`config.mk`:
```
export PLATFORM = sky130hd
export DESIGN_NAME = ght_alloc
export DESIGN_NICKNAME = d
export VERILOG_FILES = /design/src/sv/ght_pkg.sv /design/src/sv/ght_alloc.sv
export SDC_FILE = /design/constraint.sdc
export NUM_CORES = 2
export LEC_CHECK = 0
export ABC_AREA = 1
export ABC_CLOCK_PERIOD_IN_PS = 8770
export BUFFER_PORTS_ARGS = -buffer_cell sky130_fd_sc_hd__buf_4
export CELL_PAD_IN_SITES_DETAIL_PLACEMENT = 1
export CELL_PAD_IN_SITES_GLOBAL_PLACEMENT = 2
export CORE_UTILIZATION = 45
export CTS_CLUSTER_DIAMETER = 200
export DETAILED_ROUTE_END_ITERATION = 16
export MAX_ROUTING_LAYER = met4
export PLACE_DENSITY = 0.76
export REMOVE_ABC_BUFFERS = 1
export SLEW_MARGIN = 10
export SYNTH_ARGS = -nofsm -noshare
export SYNTH_HDL_FRONTEND = slang
export SYNTH_SLANG_ARGS = --single-unit
```
`constraint.sdc`:
```
create_clock -name i_clk -period 8.77 [get_ports i_clk]
set_input_delay 0.877 -clock i_clk [delete_from_list [all_inputs] [get_ports i_clk]]
set_output_delay 0.877 -clock i_clk [all_outputs]
set_load 0.005 [all_outputs]
```
`src/sv/ght_pkg.sv`:
```
// shared types, request/result layouts and codes for the generational handle table
// no dependencies
package ght_pkg;

    // default sizes, handed to the top level parameters
    localparam int SLOT_COUNT_DEF   = 256;
    localparam int SERIAL_LIMIT_DEF = 256;
    localparam int TYPE_COUNT_DEF   = 16;

    // operation codes
    localparam logic [1:0] MODE_ALLOC  = 2'd0;
    localparam logic [1:0] MODE_EXACT  = 2'd1;
    localparam logic [1:0] MODE_MASK   = 2'd2;
    localparam logic [1:0] MODE_REMOVE = 2'd3;

    // status codes
    localparam logic [2:0] ST_OK    = 3'd0;
    localparam logic [2:0] ST_TYPE  = 3'd1;
    localparam logic [2:0] ST_RANGE = 3'd2;
    localparam logic [2:0] ST_STALE = 3'd3;
    localparam logic [2:0] ST_FULL  = 3'd4;
    localparam logic [2:0] ST_OWNER = 3'd5;

    // stream widths
    localparam int S_TDATA_W = 80;
    localparam int S_TUSER_W = 2;
    localparam int M_TDATA_W = 56;
    localparam int M_TUSER_W = 3;

    typedef struct packed {
        logic [1:0]  mode;
        logic [31:0] entity_tag;
        logic        handle_valid;
        logic [3:0]  type_code;
        logic [3:0]  wanted_type;
        logic [15:0] type_mask;
        logic [7:0]  handle_index;
        logic [7:0]  handle_serial;
    } t_req;

    typedef struct packed {
        logic [2:0]  status;
        logic [31:0] found_tag;
        logic [3:0]  new_type;
        logic [7:0]  new_index;
        logic [7:0]  new_serial;
    } t_res;

    // bookkeeping commands from the decision logic to the allocator state
    typedef struct packed {
        logic pop;
        logic push;
        logic grow;
        logic serial_we;
    } t_alloc_cmd;

endpackage

```
`src/sv/ght_alloc.sv`:
```
// allocator state: lifo free stack memory, free count, high-water mark, serial counter
// depends on ght_pkg
module ght_alloc
    import ght_pkg::*;
#(
    parameter int SLOT_COUNT   = SLOT_COUNT_DEF,
    parameter int SERIAL_LIMIT = SERIAL_LIMIT_DEF
) (
    input  logic                            i_clk,
    input  logic                            i_rst_n,
    input  logic                            i_rd_en,
    input  t_alloc_cmd                      i_cmd,
    input  logic [$clog2(SLOT_COUNT)-1:0]   i_push_idx,
    input  logic [$clog2(SERIAL_LIMIT)-1:0] i_push_serial,
    input  logic [$clog2(SERIAL_LIMIT)-1:0] i_next_serial,
    output logic [$clog2(SLOT_COUNT)-1:0]   o_top_idx,
    output logic [$clog2(SERIAL_LIMIT)-1:0] o_top_serial,
    output logic [$clog2(SLOT_COUNT+1)-1:0] o_free_count,
    output logic [$clog2(SLOT_COUNT+1)-1:0] o_high_water,
    output logic [$clog2(SERIAL_LIMIT)-1:0] o_next_serial
);

    localparam int IW = $clog2(SLOT_COUNT);
    localparam int CW = $clog2(SLOT_COUNT + 1);
    localparam int SW = $clog2(SERIAL_LIMIT);

    // each entry keeps the freed slot and the serial it held when freed
    logic [SW+IW-1:0] r_stack [SLOT_COUNT];
    logic [SW+IW-1:0] r_top;
    logic [CW-1:0]    r_free_count;
    logic [CW-1:0]    r_high_water;
    logic [SW-1:0]    r_next_serial;

    always_ff @(posedge i_clk) begin
        if (i_cmd.push) begin
            r_stack[IW'(r_free_count)] <= {i_push_serial, i_push_idx};
        end
    end

    always_ff @(posedge i_clk) begin
        if (i_rd_en) begin
            r_top <= r_stack[IW'(r_free_count - CW'(1))];
        end
    end

    always_ff @(posedge i_clk) begin
        if (!i_rst_n) begin
            r_free_count  <= '0;
            r_high_water  <= '0;
            r_next_serial <= '0;
        end else begin
            if (i_cmd.pop) begin
                r_free_count <= r_free_count - CW'(1);
            end else if (i_cmd.push) begin
                r_free_count <= r_free_count + CW'(1);
            end
            if (i_cmd.grow) begin
                r_high_water <= r_high_water + CW'(1);
            end
            if (i_cmd.serial_we) begin
                r_next_serial <= i_next_serial;
            end
        end
    end

    assign o_top_idx     = r_top[IW-1:0];
    assign o_top_serial  = r_top[SW+IW-1:IW];
    assign o_free_count  = r_free_count;
    assign o_high_water  = r_high_water;
    assign o_next_serial = r_next_serial;

endmodule

```
# [Word level (Yosys, flattened, before mapping)]
# Memory sizes are Yosys's and may differ from the RTL's. A register that Yosys moved wholly into a read port is not among the register bits.
# Index checks and enable logic that the tools add are counted.
[op_classes] n_addsub=3 mux=4 reduce_logical=1
[op_table] op="adder 9 x 1 -> 9 bit (second input constant)" count=2
[op_table] op="2-to-1 mux 9 bit" count=2
[op_table] op="subtractor 9 x 1 -> 9 bit (second input constant)" count=1
[op_table] op="2-to-1 mux 1 bit" count=2
[op_table] op="nonzero test 2 bit" count=1
[word_totals] ff_bits=26 ram_bits=4096 inputBits=31 elab_cells=12 memories=1
[memory_table] name="r_stack" words=256 word_bits=16 rd=1 rd_clocked_by_memory_dff=1 write_ports=1 line_no="ght_alloc.sv:28" source="logic [SW+IW-1:0] r_stack [SLOT_COUNT];"

# [Logic depth before layout (Yosys ltp)]
[depth] depth_word=3 depth_mapped=20 depth_no_buf=13

# [Worst setup path after synthesis]
# Ideal clock, no wire load.
[synth_path] kind="register -> register" start="register r_free_count[0] (netlist: o_free_count[0])" end="memory r_stack[108][0] in the netlist's numbering (enable)" setup_time_ns=0.388 t_arrival_ns=2.525 slack_ns=5.856 path_stages_with_launch=12 n_path_buf=5 period_less_slack_ns=2.914 cell_sequence="dfxtp_1 -> buf_6 -> inv_4 -> buf_6 -> buf_2 -> buf_4 -> ha_1 -> inv_1 -> nor2_1 -> nand2_1 -> clkbuf_1 -> nor2_1"
[synth_rtl] element="from (decl)" line_no="ght_alloc.sv:30" source="logic [CW-1:0] r_free_count;"
[synth_rtl] element="from (signal assigned)" line_no="ght_alloc.sv:53" source="r_free_count <= r_free_count - CW'(1);"
[synth_rtl] element="from (signal assigned)" line_no="ght_alloc.sv:55" source="r_free_count <= r_free_count + CW'(1);"
[synth_rtl] element="to (decl)" line_no="ght_alloc.sv:28"
# No word-level cell before the write port.

# [Worst setup path in the final report]
[layout_path] start="register r_free_count[0] (netlist: o_free_count[0])" end="register r_top[4], read port of r_stack, data pin"
[layout_via] elab_chain_len=1
[layout_rtl] element="subtractor 9 x 1 -> 9 bit"
[layout_rtl] element="to (decl)" line_no="ght_alloc.sv:29" source="logic [SW+IW-1:0] r_top;"
# No other way between the ends.
# A chain may end at the register's enable or synchronous reset.

==> metrics.txt <==
core area 369100 um^2; Setup TNS 0 ns; maxcap violations 0; most frequent cells in the layout 4215 x nand2_1, 4112 x edfxtp_1, 4041 x nand3_1; sequential-to-total area share from yosys stat about 74%; Post-CTS Setup Repair Bufs 0; Layout area overhead 11.85%; GR Util met3 under 10%; remaining antenna violation count 0; Die Ht a little over 600 um; Finish-stage setup viols 0; Resized cells post-CTS 0; fin nets between 10000 and 15000; f_max between 150 and 200 MHz; Min-Delay Path Class in -> reg; final hold vios 0; CTS Root Cell clkbuf_16; syn_area_per_cell 12.11 um^2; die area 373300 um^2; RR Startpoint o_free_count[0]$_SDFFE_PN0P_; H-tree levels 5; Clock Sinks ~4100; drc violations 0; fin crit period 6.581 ns; Slew @ Worst Pin 1.244 ns; share of layout cells above drive strength 1 under 10%; status finished clean; reg2reg end r_top[4]$_DFFE_PP_; hold depth 3; post-synthesis cell type count 33; met1 usage 40.20%; vias per inst 5.897; Seq cells post-synth around 4100; most used routing layer met2; hold-fix buffer count after cts 0; initial antenna violation count 34; hold endpoint o_next_serial[0]$_SDFFE_PN0P_; Clock Skew approximately 0.058 ns; EDFF count, synth between 4000 and 5000; drt first pass iters 5; Slew Viols, Final 0; Post-Syn Area around 170000 um^2; endpoint class of the critical path flop; first-pass GRT wire length around 800000 um; worst path required time 9.64 ns; global route total overflow 0; Pwr per Cell Area between 200 and 300 nW/um^2; overall via count from detail_route around 110k; Final Cell Area roughly 190000 um^2; Site Rows between 200 and 250; # IOs 73; Worst EP arrival between 7 and 8 ns; 1st-iter DRT viols 12240; insertion delay to the later sink of the worst-skew pair 1.01 ns; port bufs between 70 and 80; Post-DP Area between 150000 and 200000 um^2; Syn. warnings 0; CTS tree done; DP HPWL about 300000 um; largest net degree at the start of global routing 213; crit path max fanout 212; Die W 611.0 um; VDD IR max between 0.15 and 0.2 mV; main flop type after synthesis edfxtp_1; crit path launch type flop; Synth async-reset ratio 0%; most common cell after layout, fill and taps aside nand2_1; worst hold start i_next_serial[0]; gpl congestion 0.8361; RSZ-0062 raised after global routing no; Syn Inst Count about 14000; Reg2Reg Setup Slack around 2.2 ns; WL final about 560000 um; Tcrit/Tclk final roughly 75%; met2 Track Usage GR a little under half; vias in the first global route 114400; Setup CP Type reg -> reg; clock-pin slew on the worst setup and hold paths about 0.060 ns; initial core utilization 45.21%; WL/cell 29.10 um; GR Util All Layers 30.14%; clock tree buffer depth 4; Worst Reg2Reg Path Length in Cells 14; headroom to the max-slew limit approximately 17%; Leak between 60 and 70 nW; cts bufs inserted approximately 440
[worst max-delay path by stage]
| stage | startpoint | end | slack, ns | cells past startpoint |
|---|---|---|---|---|
| after global routing | o_free_count[0]$_SDFFE_PN0P_ | r_top[12]$_DFFE_PP_ | 2.09 | 14 |
| after floorplan | o_free_count[0]$_SDFFE_PN0P_ | r_top[4]$_DFFE_PP_ | -174.27 | 12 |
| after detailed placement | o_free_count[0]$_SDFFE_PN0P_ | r_top[6]$_DFFE_PP_ | 2.46 | 14 |
| after CTS | o_free_count[0]$_SDFFE_PN0P_ | r_top[6]$_DFFE_PP_ | 2.48 | 14 |
| after global placement | o_free_count[0]$_SDFFE_PN0P_ | r_top[6]$_DFFE_PP_ | 2.43 | 15 |
| final | o_free_count[0]$_SDFFE_PN0P_ | r_top[4]$_DFFE_PP_ | 2.19 | 14 |
[kinds of logic (layout without fill, tap and decap cells)]
group	after synthesis	count (layout)	synth area share, %
compound gates	40	40	0.1327
xor+xnor	5	5	0.03974
fa+ha+maj	5	5	0.03749
buf+inv	997	1317	3.080
flops	4138	4138	74.31
other cells	0	25	0
simple gates	8598	8598	22.40
[registers in the layout, indices dropped and copies added, names as in the netlist]
name,cells
o_next_serial,8
o_high_water,9
r_top,16
r_stack,4096
o_free_count,9
[stage by stage]
| step | worst slack [ns] | power [W] | utilization (%) | hold slack [ns] | cells |
|---|---|---|---|---|---|
| floorplan | -174.27 | 0.02805 | - | 0.4546 | 12850 |
| global placement | 2.427 | 0.02972 | 46.66 | 0.4610 | 18230 |
| detailed placement | 2.458 | 0.02983 | 46.68 | 0.4826 | 18230 |
| CTS | 2.480 | 0.04831 | 50.54 | 0.05940 | 19050 |
| global route | 2.089 | 0.04937 | 50.56 | 0.1128 | 19070 |
| finish | 2.189 | 0.04809 | 50.56 | 0.1256 | 19080 |
[worst max-delay path: stages (launching register included)]
cell and delay (ns):
dfxtp_4 0.60, inv_16 0.43, buf_4 0.89, buf_4 0.93
buf_12 0.75, nand2_1 0.10, nand3_1 0.13, nand3_1 0.10
nand3_1 0.21, nand3_1 0.32, nand3_1 0.26, nand3_1 0.41
nand2_1 0.22, nand2_1 0.10, nand2_1 0.12
[layer usage]
| metal | up-vias | routed length (um) |
|---|---|---|
| li1 | 49090 | - |
| met1 | 58470 | 232800 |
| met2 | 4044 | 262700 |
| met3 | 904 | 35690 |
| met4 | 0 | 24040 |
| met5 | - | 0 |
[synthesized netlist by cell type, types with 2 or more instances]
library cell | number | area, um^2
dfxtp_1 | 26 | 520.5
ha_1 | 5 | 62.56
inv_2 | 6 | 22.52
buf_6 | 11 | 123.9
a21oi_1 | 13 | 65.06
nand2_1 | 4231 | 15880
edfxtp_1 | 4112 | 123500
buf_2 | 615 | 3078
buf_1 | 34 | 127.6
nand2_2 | 5 | 31.28
xor2_2 | 3 | 48.80
a31oi_1 | 2 | 12.51
clkbuf_1 | 133 | 499.2
buf_4 | 144 | 1081
inv_4 | 2 | 12.51
o21ai_0 | 19 | 95.09
xor2_1 | 2 | 17.52
o221ai_1 | 2 | 17.52
inv_1 | 52 | 195.2
nor3_1 | 2 | 10.01
nor2_1 | 312 | 1171
nand3_1 | 4041 | 20220
[layout make-up]
cell class | count | area, um^2
Antenna cell | 25 | 62.56
Clock buffer | 557 | 11720
Clock inverter | 262 | 2525
Fill cell | 37590 | 182500
Inverter | 60 | 262.8
Multi-Input combinational cell | 8648 | 38090
Sequential cell | 4138 | 124000
Tap cell | 4950 | 6193
Timing Repair Buffer | 438 | 3791
[power by group]
| part | internal [W] | switching [W] |
|---|---|---|
| Combinational | 0.00162 | 0.00587 |
| Clock | 0.0107 | 0.00789 |
| Sequential | 0.0219 | 0.000112 |
| Total | 0.0342 | 0.0139 |
Power figures use the tool's default switching activity.
