### config.mk
export PLATFORM = sky130hd
export DESIGN_NAME = ght_decide
export DESIGN_NICKNAME = d
export VERILOG_FILES = /design/src/sv/ght_pkg.sv /design/src/sv/ght_decide.sv
export SDC_FILE = /design/constraint.sdc
export NUM_CORES = 1
export LEC_CHECK = 0
export ABC_AREA = 0
export BUFFER_PORTS_ARGS = -buffer_cell sky130_fd_sc_hd__buf_2
export CAP_MARGIN = 20
export CORE_AREA = 2 2 113 115
export DETAILED_ROUTE_END_ITERATION = 6
export DIE_AREA = 0 0 115 117
export PLACE_DENSITY = 0.53
export SLEW_MARGIN = 10
export SYNTH_ARGS = -nofsm -noshare
export SYNTH_HDL_FRONTEND = slang
export SYNTH_SLANG_ARGS = --single-unit
### constraint.sdc
create_clock -name vclk -period 4.2
set_clock_uncertainty 0.15 [all_clocks]
set_input_delay 0.63 -clock vclk [all_inputs]
set_output_delay 0.63 -clock vclk [all_outputs]
set_load 0.02 [all_outputs]
### src/sv/ght_pkg.sv
// shared types, request/result layouts and codes for the generational handle table
// no dependencies
package ght_pkg;

    // default sizes, handed to the top level parameters
    localparam int SLOT_COUNT_DEF   = 256;
    localparam int SERIAL_LIMIT_DEF = 256;
    localparam int TYPE_COUNT_DEF   = 16;

    // operation codes
    localparam logic [1:0] MODE_ALLOC  = 2'd0;
    localparam logic [1:0] MODE_EXACT  = 2'd1;
    localparam logic [1:0] MODE_MASK   = 2'd2;
    localparam logic [1:0] MODE_REMOVE = 2'd3;

    // status codes
    localparam logic [2:0] ST_OK    = 3'd0;
    localparam logic [2:0] ST_TYPE  = 3'd1;
    localparam logic [2:0] ST_RANGE = 3'd2;
    localparam logic [2:0] ST_STALE = 3'd3;
    localparam logic [2:0] ST_FULL  = 3'd4;
    localparam logic [2:0] ST_OWNER = 3'd5;

    // stream widths
    localparam int S_TDATA_W = 80;
    localparam int S_TUSER_W = 2;
    localparam int M_TDATA_W = 56;
    localparam int M_TUSER_W = 3;

    typedef struct packed {
        logic [1:0]  mode;
        logic [31:0] entity_tag;
        logic        handle_valid;
        logic [3:0]  type_code;
        logic [3:0]  wanted_type;
        logic [15:0] type_mask;
        logic [7:0]  handle_index;
        logic [7:0]  handle_serial;
    } t_req;

    typedef struct packed {
        logic [2:0]  status;
        logic [31:0] found_tag;
        logic [3:0]  new_type;
        logic [7:0]  new_index;
        logic [7:0]  new_serial;
    } t_res;

    // bookkeeping commands from the decision logic to the allocator state
    typedef struct packed {
        logic pop;
        logic push;
        logic grow;
        logic serial_we;
    } t_alloc_cmd;

endpackage

### src/sv/ght_decide.sv
// decision logic: checks one request against the read slot and allocator state,
// forms the result and the memory and bookkeeping updates; depends on ght_pkg
module ght_decide
    import ght_pkg::*;
#(
    parameter int SLOT_COUNT   = SLOT_COUNT_DEF,
    parameter int SERIAL_LIMIT = SERIAL_LIMIT_DEF,
    parameter int TYPE_COUNT   = TYPE_COUNT_DEF
) (
    input  logic                            i_fire,
    input  t_req                            i_req,
    input  logic [31:0]                     i_rd_tag,
    input  logic [$clog2(SERIAL_LIMIT)-1:0] i_rd_serial,
    input  logic                            i_rd_live,
    input  logic [$clog2(SLOT_COUNT)-1:0]   i_top_idx,
    input  logic [$clog2(SERIAL_LIMIT)-1:0] i_top_serial,
    input  logic [$clog2(SLOT_COUNT+1)-1:0] i_free_count,
    input  logic [$clog2(SLOT_COUNT+1)-1:0] i_high_water,
    input  logic [$clog2(SERIAL_LIMIT)-1:0] i_next_serial,
    output t_res                            o_res,
    output logic                            o_we,
    output logic [$clog2(SLOT_COUNT)-1:0]   o_wr_addr,
    output logic [31:0]                     o_wr_tag,
    output logic [$clog2(SERIAL_LIMIT)-1:0] o_wr_serial,
    output logic                            o_wr_live,
    output t_alloc_cmd                      o_cmd,
    output logic [$clog2(SLOT_COUNT)-1:0]   o_push_idx,
    output logic [$clog2(SERIAL_LIMIT)-1:0] o_push_serial,
    output logic [$clog2(SERIAL_LIMIT)-1:0] o_next_serial
);

    localparam int IW = $clog2(SLOT_COUNT);
    localparam int SW = $clog2(SERIAL_LIMIT);

    function automatic logic [SW-1:0] bump(input logic [SW-1:0] s);
        logic [31:0] inc;
        inc = 32'(s) + 32'd1;
        return (inc == 32'(SERIAL_LIMIT)) ? '0 : SW'(inc);
    endfunction

    logic [IW-1:0] hidx;
    logic          in_range;
    logic          type_ok;
    logic [IW-1:0] alloc_idx;
    logic [SW-1:0] alloc_serial;

    assign hidx     = IW'(32'(i_req.handle_index));
    assign in_range = 32'(i_req.handle_index) < 32'(i_high_water);

    always_comb begin
        if (32'(i_req.type_code) >= 32'(TYPE_COUNT)) begin
            type_ok = 1'b0;
        end else if (i_req.mode == MODE_EXACT) begin
            type_ok = (i_req.type_code == i_req.wanted_type);
        end else begin
            type_ok = i_req.type_mask[i_req.type_code];
        end
    end

    always_comb begin
        o_res         = '0;
        o_we          = 1'b0;
        o_wr_addr     = hidx;
        o_wr_tag      = i_rd_tag;
        o_wr_serial   = i_rd_serial;
        o_wr_live     = 1'b0;
        o_cmd         = '0;
        o_push_idx    = hidx;
        o_push_serial = i_rd_serial;
        o_next_serial = i_next_serial;
        alloc_idx     = i_top_idx;
        alloc_serial  = i_next_serial;

        unique case (i_req.mode)
            MODE_ALLOC: begin
                priority if (i_free_count != '0) begin
                    o_cmd.pop = 1'b1;
                    alloc_idx = i_top_idx;
                    // skip the serial the reused slot carried before
                    alloc_serial = (i_top_serial == i_next_serial) ?
                                   bump(i_next_serial) : i_next_serial;
                end else if (32'(i_high_water) < 32'(SLOT_COUNT)) begin
                    o_cmd.grow = 1'b1;
                    alloc_idx  = IW'(i_high_water);
                end else begin
                    o_res.status = ST_FULL;
                end
                if (o_res.status == ST_OK) begin
                    o_we            = 1'b1;
                    o_wr_addr       = alloc_idx;
                    o_wr_tag        = i_req.entity_tag;
                    o_wr_serial     = alloc_serial;
                    o_wr_live       = 1'b1;
                    o_cmd.serial_we = 1'b1;
                    o_next_serial   = bump(alloc_serial);
                    o_res.new_type   = i_req.type_code;
                    o_res.new_index  = 8'(32'(alloc_idx));
                    o_res.new_serial = 8'(32'(alloc_serial));
                end
            end
            MODE_EXACT, MODE_MASK: begin
                priority if (!type_ok) begin
                    o_res.status = ST_TYPE;
                end else if (!in_range) begin
                    o_res.status = ST_RANGE;
                end else if (!i_rd_live ||
                             32'(i_rd_serial) != 32'(i_req.handle_serial)) begin
                    o_res.status = ST_STALE;
                end else begin
                    o_res.found_tag = i_rd_tag;
                end
            end
            MODE_REMOVE: begin
                priority if (!i_req.handle_valid) begin
                    o_res.status = ST_OWNER;
                end else if (!in_range) begin
                    o_res.status = ST_RANGE;
                end else if (!i_rd_live) begin
                    o_res.status = ST_STALE;
                end else if (i_rd_tag != i_req.entity_tag) begin
                    o_res.status = ST_OWNER;
                end else begin
                    o_we       = 1'b1;
                    o_cmd.push = 32'(i_free_count) < 32'(SLOT_COUNT);
                end
            end
        endcase

        if (!i_fire) begin
            o_we  = 1'b0;
            o_cmd = '0;
        end
    end

endmodule

* Word-level counts from Yosys, hierarchy flattened
Index checks and enable logic that the tools add are counted.
** Word-level totals
- Input port bits :: 159
- Memory bits (writable) :: 0
- Logic and storage cells :: 75
- Register bits after elaboration :: 0
- Bits in latches :: 0
- Bits in read-only memories :: 0
- Output and inout port bits :: 133
- Memories :: 0
** Cells by class
- Bitwise gates (word level) :: 0
- Equality and inequality tests :: 9
- Multiply operators :: 0
- Reduce and logical (&&, ||, !) cells :: 6
- $lt $le $gt $ge :: 4
- Shift operators :: 0
- Add/subtract/negate cells :: 2
- Mux-type cells :: 54
- Divide/modulo/power cells :: 0
** Operator list (count)
- 32-bit 2-to-1 mux :: 6
- 8-bit 2-to-1 mux :: 13
- 20-bit 2-to-1 mux :: 2
- 32-bit inequality test :: 1
- 3-bit 2-to-1 mux :: 7
- 8-bit by 1-bit adder with 9-bit output, second input constant :: 2
- 9-bit == test, second input constant :: 2
- 9-bit less-than comparator, second input constant :: 2
- 1-bit 2-to-1 mux :: 18
- 8-bit by 9-bit less-than comparator with 1-bit output :: 1
- 3-bit case mux with 3 select lines :: 1
- 9-bit nonzero test :: 1
- 8-bit == test :: 1
- 2-bit 2-to-1 mux :: 4
- 8-bit inequality test :: 1
- 4-bit by 5-bit less-than comparator with 1-bit output, second input constant :: 1
- 1-bit binary-select mux with 4-bit select :: 1
- 2-bit == test, second input constant :: 2
- 4-bit == test :: 1
- 4-bit 2-to-1 mux :: 1
- 3-bit logical NOT :: 1
- 2-bit by 1-bit == test with 1-bit output, second input constant :: 1
- 2-bit logical NOT :: 1
- 1-bit case mux with 2 select lines :: 1
- other kinds (3) :: 3

* Logic depth before layout (Yosys ltp)
Gate-level depths: netlist of the first run.
- Depth after elaboration :: 11
- Mapped depth :: 13
- Depth with buffers taken out :: 11

* Worst setup path after synthesis of the first run
No wires, ideal clock.
- Path type :: in2out
- From :: in i_free_count[2]
- To :: out o_next_serial[4]
- Cell stages on the path :: 11
- Arrival :: 2.787 ns
- Slack :: 0.633 ns
- Buffers on the path :: 1
- Required time :: 3.420 ns
- Cells stage by stage :: nor4_1 -> nand3_2 -> nand3_2 -> xnor2_1 -> ha_1 -> clkbuf_1 -> nand2_1 -> nor3_1 -> nand3_1 -> a31oi_1 -> xor2_1
** Between the ends
- Cells in the longest elaborated chain, start to end :: 8
- Elaborated cells between the ends (all ways) :: 11
- Those cells by class :: add/sub: 1; eq/ne: 1; mux: 7; reduce/logical: 2
** RTL lines
- from (decl) :: RTL line ght_decide.sv:17 : input logic [$clog2(SLOT_COUNT+1)-1:0] i_free_count,
- 9-bit nonzero test * :: RTL line ght_decide.sv:76 : priority if (i_free_count != '0) begin
- 8-bit 2-to-1 mux :: RTL line ght_decide.sv:76
- 8-bit 2-to-1 mux :: RTL line ght_decide.sv:74 : unique case (i_req.mode)
- 8-bit by 1-bit adder with 9-bit output :: RTL line ght_decide.sv:37 : inc = 32'(s) + 32'd1;
- 9-bit == test :: RTL line ght_decide.sv:38 : return (inc == 32'(SERIAL_LIMIT)) ? '0 : SW'(inc);
- 8-bit 2-to-1 mux :: RTL line ght_decide.sv:38
- 8-bit 2-to-1 mux * :: RTL line ght_decide.sv:88 : if (o_res.status == ST_OK) begin
- 8-bit 2-to-1 mux * :: RTL line ght_decide.sv:74
- to (decl) :: RTL line ght_decide.sv:29 : output logic [$clog2(SERIAL_LIMIT)-1:0] o_next_serial
Every way passes the cells marked *; elsewhere a longest branch is shown, timed or not. The select of a mux whose other input is x is not followed.

* Final worst setup path of the first run
- From :: in i_next_serial[3]
- To :: out o_next_serial[4]
** Between the ends
- Cells in the longest elaborated chain, start to end :: 11
- Elaborated cells between the ends (all ways) :: 12
- Those cells by class :: add/sub: 2; eq/ne: 3; mux: 7
** RTL lines
- from (decl) :: RTL line ght_decide.sv:19 : input logic [$clog2(SERIAL_LIMIT)-1:0] i_next_serial,
- 8-bit by 1-bit adder with 9-bit output :: RTL line ght_decide.sv:37
- 9-bit == test :: RTL line ght_decide.sv:38
- 8-bit 2-to-1 mux :: RTL line ght_decide.sv:38
- 8-bit 2-to-1 mux :: RTL line ght_decide.sv:80 : alloc_serial = (i_top_serial == i_next_serial) ?
- 8-bit 2-to-1 mux * :: RTL line ght_decide.sv:76
- 8-bit 2-to-1 mux * :: RTL line ght_decide.sv:74
- 8-bit by 1-bit adder with 9-bit output * :: RTL line ght_decide.sv:37
- 9-bit == test :: RTL line ght_decide.sv:38
- 8-bit 2-to-1 mux * :: RTL line ght_decide.sv:38
- 8-bit 2-to-1 mux * :: RTL line ght_decide.sv:88
- 8-bit 2-to-1 mux * :: RTL line ght_decide.sv:74
Marks and branches as above.

==> impl_metrics.yaml, run 1 <==
yosys:
  ys_seq_area_share_pct: 0
  syn_area_mm2: 0.00288
  synth_cell_types: 53
  synth_cells: 444
  synth_fp_nets: 616
  syn_avg_cell_area_um2: 6.49
  yosysWarningCount: 0
placement:
  portBuffers: 292
  post-dp-hpwl_um: 10700
  dp_cells: 850
  gp_congestion: 0.870
  pre_cts_ws_ns: 0.307
  dpl_cell_area_mm2: 0.00431
hold_path:
  min_to: "o_push_idx[5]"
  hold_path.class: "in2out"
  hp-start: "i_req[13]"
  min_path_cells: 2
outcome:
  outcome: "finished, final reports clean"
routing:
  drtPass1Iterations: 4
  avgRoutedWirePerCell_um: 14.5
  wl_met3_um: 844
  wl_met2_um: 5750
  routed_wl_um: 12400
  drc: 0
  avgViaCountPerCell: 4.54
  highest_layer: "met4"
  met1Wirelength_um: 5720
  num_vias: 3859
  drt_iter0_drc: 208
  ant_nets: 0
finish:
  nets: 874
  final_util_pct: 35.0
  clkbuf_count: 0
  num-fill-cells: 1405
  final_cells: 850
  n_antenna_cell: 0
  regArea_um2: 0
  area_growth_pct: 49.4
  multi_input_area_mm2: 0.00255
  fin_area_mm2: 0.00431
  design.seq.count: 0
  drive_above_1_share_pct: 45.9
timing:
  slew_violations: 0
  tns_ns: 0
  worstMarginPinSlew_ns: 0.642
  hold_ws_ns: 1.37
  finalCritPeriodShare_pct: 93.7
  min_period_ns: 3.93
  setup_slack_ns: 0.265
  slew_headroom_pct: 56.8
  fmax_ghz: 0.254
  finalHoldViolations: 0
  rsz0062_at_grt: "false"
  setup_viol: 0
pwr:
  power_density_mw_per_mm2: 111
  ir_worst_vdd_uv: 42.5
  power.leakage_nw: 2.44
  total_power_uw: 476
setup_path:
  worstPathArrival_ns: 3.15
  crit_path_end_kind: "primary output"
  cp_max_fo: 13
  criticalPathCategory: "in2out"
  setup.worst_path.start_class: "primary input"
  cp.required_ns: 3.42
global_routing:
  grt_pass1_wl_um: 17900
  antenna_found_initial: 0
  overflow: 0
  grt_max_degree: 33
  grt_pass1_vias: 3398
  track_usage_pct: 16.4
floorplanning:
  rows: 41
  ioPinCount: 292
  start_util_pct: 23.4
  die_y_um: 117
  core_area_mm2: 0.0123
  die_area_mm2: 0.0135
  fp.dieW_um: 115
run:
  maxCapViolations: 0
cts:
  cts.hold.buffers_added: 0
  cts_setup_buffers: 0
  cts-resized-gates: 0
[layout make-up]
cell class         count  area share, %
inverters             17           1.48
multi-input cells    385           59.2
well taps            150           4.36
repair buffers       298           35.0
[worst max-delay path, cell delays in order]
cell and delay, ns:
buf_2 0.19, xnor2_1 0.24, and4_1 0.27, nand3_2 0.22
xnor2_1 0.33, ha_1 0.37, nand2_1 0.08, nor3_1 0.14
nand3_1 0.10, a31oi_1 0.23, xor2_1 0.15, buf_2 0.18
[routing by layer]
layer / track usage, % / up-vias
li1: - / 1994
met2: 27.0 / 168
met4: 0.402 / 0
met5: 0 / -
met3: 0.721 / 2
met1: 25.0 / 1695
[Yosys cell counts, drive strengths merged]
cell       n  area, um2
clkbuf    12       45.0
mux4       5        113
nand3     13       75.1
and4       3       26.3
o31ai      1       7.51
a31oi      6       37.5
inv       17       63.8
o2111ai    2       17.5
a311o      1       10.0
nand4     14        100
and3       4       25.0
nor2b      3       18.8
o21ai      4       20.0
xor2      18        158
o211ai     1       7.51
nand2    116        435
nor3      14       86.3
o32a       1       10.0
buf       30        228
a21o      17        128
nor2      24       90.1
a21boi     1       7.51
or4b       1       10.0
and2      39        244
a22oi      1       7.51
a21oi     15       86.3
o311ai     2       17.5
nor3b      1       7.51
ha        13        163
nor4       7       50.1
a211oi     1       7.51
mux2       1       11.3
nand2b     1       6.26
nor4b      2       32.5
a221oi     1       8.76
nand4b     1       8.76
mux2i      3       42.5
o32ai      1       8.76
xnor2     47        460
[cells by family (layout without fill, tap and decap cells)]
logic type	count (synthesis)	after routing	synth area share, %
AND/OR/NAND/NOR	243	243	42.2
XOR/XNOR	65	65	21.5
buffers and inverters	59	315	11.7
AO/OA/AOI/OAI	55	55	13.2
adder cells (fa/ha/maj)	13	13	5.64
multiplexers	9	9	5.78
[worst max-delay path by stage]
| stage | from | to | slack [ns] | cells after the start |
|---|---|---|---|---|
| 2_1_floorplan | i_free_count[2] | o_next_serial[4] | 0.63 | 11 |
| 3_3_place_gp | i_next_serial[3] | o_next_serial[4] | 0.41 | 12 |
| 3_5_place_dp | i_next_serial[3] | o_next_serial[4] | 0.31 | 12 |
| 4_1_cts | i_next_serial[3] | o_next_serial[4] | 0.31 | 12 |
| 5_1_grt | i_next_serial[2] | o_next_serial[4] | 0.05 | 12 |
| 6_report | i_next_serial[3] | o_next_serial[4] | 0.27 | 12 |
[cell usage in the layout, fill, tap and decap left out, types with 11 or more instances in the layout]
cell type	count
buf_2	292
nand2_1	115
xnor2_1	42
and2_1	39
nor2_1	24
xor2_1	18
a21o_1	17
inv_1	16
a21oi_1	14
ha_1	13
nor3_1	12
nand4_1	12
nand3_1	11
[power by group]
part,switching [mW],internal [mW]
logic,0.281,0.195
clock network,0,0
registers,0,0
Note: power is estimated with default switching activity, not from simulation.
==> run 2: changes to the inputs <==
ABC_AREA = 1   (was 0)
CORE_AREA = 2 2 115 117   (was 2 2 113 115)
DIE_AREA = 0 0 117 119   (was 0 0 115 117)
==> run 2 against run 1 <==
Compared with the run above:
- core utilization grew 0.37 points
- non-clock buffer count shrank 3
- routed wire length increased by 8.7%
- largest cell class unchanged
- synthesized cell count is 43% higher
- sequential share of layout area unchanged
- total power rose by 2.9%
- final area up 5.7%
- global-route usage grew 1.2 points
- setup slack improved by 0.51 ns
- via count increased by 20%
- combinational power is 3% higher
- final cell count is 26% higher
==> impl_metrics.yaml, run 2 <==
yosys:
  synthTopCellsByArea: "nand2_1 (26%), inv_1 (13%), o21ai_0 (8.5%)"
  ys_top_cells_by_count: "nand2_1 (209), inv_1 (109), o21ai_0 (52), nor2_1 (48)"
  synth_cell_types: 34
  synthMuxAreaShare_pct: 0
  syn_avg_cell_area_um2: 4.81
  syn_area_mm2: 0.00305
  synth_cells: 634
  synth_fp_nets: 806
  synthAdderAreaFrac_pct: 5.33
  synth_most_common_cell: "nand2_1"
  synth-simple-area-share_pct: 54.6
  yosysTopAreaCell: "nand2_1"
  synth_top_cell_area_share_pct: 25.7
  synth_compound_area_share_pct: 13.8
  yosysWarningCount: 0
  synth_top_family_by_area: "simple AND/OR/NAND/NOR gates"
  ys_seq_area_share_pct: 0
  synth_xor_xnor_area_share_pct: 4.60
routing:
  routed_wl_um: 13400
  ant_nets: 0
  drtPass1Iterations: 6
  avgRoutedWirePerCell_um: 12.6
  num_vias: 4616
  avgViaCountPerCell: 4.33
  drc: 0
  drt_iter0_drc: 222
finish:
  clkbuf_count: 0
  num-fill-cells: 1537
  fin_area_mm2: 0.00455
  area_growth_pct: 49.2
  n_antenna_cell: 0
  nets: 1065
  drive_above_1_share_pct: 36.5
  multi_input_area_mm2: 0.00240
  layout.cells.most_common_list: "buf_2 (292), nand2_1 (208), inv_1 (109), o21ai_0 (52), nor2_1 (48)"
  design.seq.count: 0
  regArea_um2: 0
  final_common_cell: "buf_2"
  final_util_pct: 35.3
  final_cells: 1067
setup_path:
  slowest_delay_ns: 0.21
  cp.required_ns: 3.42
  crit_path_end_kind: "primary output"
  crit_path_cell_trace: "buf_2 > nor2_1 > nand3_1 > nor2_4 > inv_2 > nand3_4 > nand2_1 > nand2_2 > ha_1 > inv_1 > nor2_4 > nand2_2 > nor2_1 > nand2_1 > nand2_1 > nand2_1 > buf_2"
  setup.worst_path.start_class: "primary input"
  critical_path.most_common_cell: "nand2_1"
  cp_max_fo: 11
  cp_slowest_cell: "nor2_4"
  criticalPathCategory: "in2out"
  worstPathArrival_ns: 2.64
timing:
  setup_viol: 0
  slew_violations: 0
  min_period_ns: 3.42
  hold_ws_ns: 1.37
  finalHoldViolations: 0
  setup_slack_ns: 0.780
  finalCritPeriodShare_pct: 81.4
  worstMarginPinSlew_ns: 0.491
  tns_ns: 0
  fmax_ghz: 0.292
  rsz0062_at_grt: "false"
  slew_headroom_pct: 67.2
global_routing:
  antenna_found_initial: 0
  track_usage_pct: 17.6
  overflow: 0
  grt_pass1_wl_um: 19800
  grt_pass1_vias: 4056
  grt_max_degree: 71
cts:
  cts.hold.buffers_added: 0
  cts-resized-gates: 0
  cts_setup_buffers: 0
placement:
  dpl_cell_area_mm2: 0.00455
  pre_cts_ws_ns: 0.779
  dp_cells: 1067
  gp_congestion: 0.885
  portBuffers: 292
  post-dp-hpwl_um: 11800
pwr:
  ir_worst_vdd_uv: 41.2
  pwr-share-seq_pct: 0
  p_switching_uw: 313
  internal-power_uw: 178
  p_comb_share_pct: 100.0
  power_density_mw_per_mm2: 108
  pwr-share-clk_pct: 0
  total_power_uw: 490
  power.leakage_nw: 2.95
  switching_share_pct: 63.8
floorplanning:
  ioPinCount: 292
  rows: 42
  start_util_pct: 23.7
  core_area_mm2: 0.0129
  fp.dieW_um: 117
  die_area_mm2: 0.0139
  die_y_um: 119
run:
  maxCapViolations: 0
hold_path:
  min_path_cells: 2
  hold_path.class: "in2out"
outcome:
  outcome: "finished, final reports clean"
run 2: cell count changes in the layout (fill, tap and decap cells not counted), moves of 10 or more:
| cell | change |
|---|---|
| xnor2_1 | -39 |
| nand2_1 | +93 |
| inv_1 | +93 |
| nor2_1 | +24 |
| and2_1 | -38 |
| nor3_1 | +22 |
| a21o_1 | -15 |
| nand4_1 | +10 |
| nand3_1 | +23 |
| o21ai_0 | +48 |
run 2: critical path, delay by kind of cell:
family,cells,cell delay [ns]
buf+inv,4,0.49
simple gates,12,1.33
fa+ha+maj,1,0.19
run 2: logic make-up (layout without fill, tap and decap cells):
kind of cell | after synthesis | after routing
compound gates | 77 | 77
xor+xnor | 16 | 16
fa+ha+maj | 13 | 13
buf+inv | 154 | 411
simple gates | 374 | 374
run 2: path summary, 6_finish.rpt:
path / start / end
setup / recovery: i_free_count[5] / o_next_serial[1]
hold / removal: i_rd_serial[5] / o_push_serial[5]
run 2: power groups by stage:
stage | sequential [mW] | clock (mW) | combinational, mW
after floorplan | 0 | 0 | 0.293
after global placement | 0 | 0 | 0.493
after detailed placement | 0 | 0 | 0.492
after CTS | 0 | 0 | 0.494
after global routing | 0 | 0 | 0.545
final | 0 | 0 | 0.490
run 2: cell type report:
class              instances  area share (%)
multi-input cells        480            52.7
inverters                116            9.57
well taps                176            4.84
repair buffers           295            32.9
run 2: layer usage:
metal / vias up / GRT usage, % / part of all wire, %
met2: 179 / 32.2 / 47
met3: 10 / 1.93 / 6.6
met1: 1934 / 22.6 / 45
met4: 0 / 1.62 / 1.2
met5: - / 0 / 0
li1: 2493 / - / -
==> run 3: changes to the inputs <==
CORE_AREA = 2 2 112 114   (was 2 2 115 117)
DIE_AREA = 0 0 114 116   (was 0 0 117 119)
PLACE_DENSITY = 0.56   (was 0.53)
clock period = 3.4 ns   (was 4.2 ns; I/O delays follow)
==> run 3 against run 2 <==
Compared with the run above:
- combinational power rose by 25%
- sequential share of layout area did not move
- final cell count fell by 2.4%
- via count rose by 2.2%
- non-clock buffer count rose by 3
- routed wire length rose by 2.1%
- core utilization rose by 3.0 points
- count of clock-buffer cells in the layout did not move
- hold slack got worse by 0.24 ns
- total power rose by 25%
- flip-flop and latch count did not move
- critical path depth did not move
- critical path type unchanged
- critical endpoint is now o_next_serial[6]
- largest power group unchanged
==> impl_metrics.yaml, run 3 (synthesis results as in run 2) <==
finish:
  num-fill-cells: 1379
  area_growth_pct: 49.6
  regArea_um2: 0
  n_antenna_cell: 0
  layout.cells.most_common_list: "buf_2 (292), nand2_1 (208), inv_1 (109), o21ai_0 (52), nor2_1 (48)"
  nets: 1068
  design.seq.count: 0
  drive_above_1_share_pct: 36.7
  final_util_pct: 38.3
  final_common_cell: "buf_2"
  clkbuf_count: 0
  multi_input_area_mm2: 0.00240
routing:
  drt_iter0_drc: 227
  num_vias: 4716
  drc: 0
  routed_wl_um: 13700
  ant_nets: 0
  avgViaCountPerCell: 4.53
  avgRoutedWirePerCell_um: 13.2
  drtPass1Iterations: 4
pwr:
  ir_worst_vdd_uv: 52.7
  pwr-share-seq_pct: 0
  p_switching_uw: 388
  p_comb_share_pct: 100.0
  pwr-share-clk_pct: 0
  power.leakage_nw: 2.97
  switching_share_pct: 63.4
  power_density_mw_per_mm2: 134
  internal-power_uw: 225
timing:
  min_period_ns: 3.08
  slew_violations: 0
  fmax_ghz: 0.324
  finalCritPeriodShare_pct: 90.7
  slew_headroom_pct: 69.2
  setup_viol: 0
  finalHoldViolations: 0
  hold_ws_ns: 1.13
  worstMarginPinSlew_ns: 0.462
  rsz0062_at_grt: "false"
  tns_ns: 0
floorplanning:
  start_util_pct: 25.6
  die_area_mm2: 0.0132
  fp.dieW_um: 114
  core_area_mm2: 0.0119
  rows: 40
  die_y_um: 116
  ioPinCount: 292
setup_path:
  criticalPathCategory: "in2out"
  cp_max_fo: 11
  slowest_delay_ns: 0.22
  crit_path_end_kind: "primary output"
  critical_path.most_common_cell: "nand2_1"
  setup.worst_path.start_class: "primary input"
  crit_path_cell_trace: "buf_2 > nor2_1 > nand2_1 > nor2_4 > inv_2 > nand3_4 > nand2_1 > nand2_2 > ha_1 > inv_1 > nor2_4 > nand2_2 > nand2_1 > nand3_1 > nand2_1 > inv_1 > buf_2"
  cp.required_ns: 2.74
  worstPathArrival_ns: 2.42
  cp_slowest_cell: "nor2_4"
global_routing:
  grt_pass1_wl_um: 20300
  antenna_found_initial: 0
  track_usage_pct: 18.8
  grt_max_degree: 39
  grt_pass1_vias: 4193
  overflow: 0
run:
  maxCapViolations: 0
placement:
  portBuffers: 292
  post-dp-hpwl_um: 11900
  gp_congestion: 0.846
cts:
  cts-resized-gates: 0
  cts_setup_buffers: 0
  cts.hold.buffers_added: 0
outcome:
  outcome: "finished, final reports clean"
hold_path:
  hold_path.class: "in2out"
run 3: area by class of cell:
cell class	count	area share, %
Inverter	116	9.55
Multi-Input combinational cell	480	52.6
Tap cell	147	4.03
Timing Repair Buffer	298	33.9
run 3: routing by layer:
layer  GRT usage (%)  share of wire [%]
met1            23.9                 43
met2            35.1                 49
met3            1.62                6.3
met4            2.68                1.2
met5               0                  0
run 3: worst paths after layout:
check / from / endpoint / slack [ns] / cells past startpoint
hold / removal: i_req[8] / o_push_idx[0] / 1.13 / 2
setup / recovery: i_free_count[7] / o_next_serial[6] / 0.32 / 17
run 3: metrics by stage:
| stage | instances | total power, mW | setup slack [ns] | instance area, um2 |
|---|---|---|---|---|
| final | 1041 | 0.613 | 0.315 | 4560 |
| after detailed placement | 1041 | 0.614 | 0.310 | 4560 |
| after global placement | 1041 | 0.616 | 0.335 | 4560 |
| after floorplan | 634 | 0.362 | 0.491 | 3050 |
| after global routing | 1041 | 0.677 | 0.123 | 4560 |
| after CTS | 1041 | 0.617 | 0.311 | 4560 |
run 3: critical path, delay by kind of cell:
family / cells / cell delay, ns
and+or+nand+nor: 11 / 1.21
buffers and inverters: 5 / 0.51
adders and majority gates: 1 / 0.18
run 3: power by group through the flow:
stage          sequential, mW  combinational, mW  clock [mW]
3_3_place_gp                0              0.616           0
5_1_grt                     0              0.677           0
4_1_cts                     0              0.617           0
6_report                    0              0.613           0
2_1_floorplan               0              0.362           0
3_5_place_dp                0              0.614           0
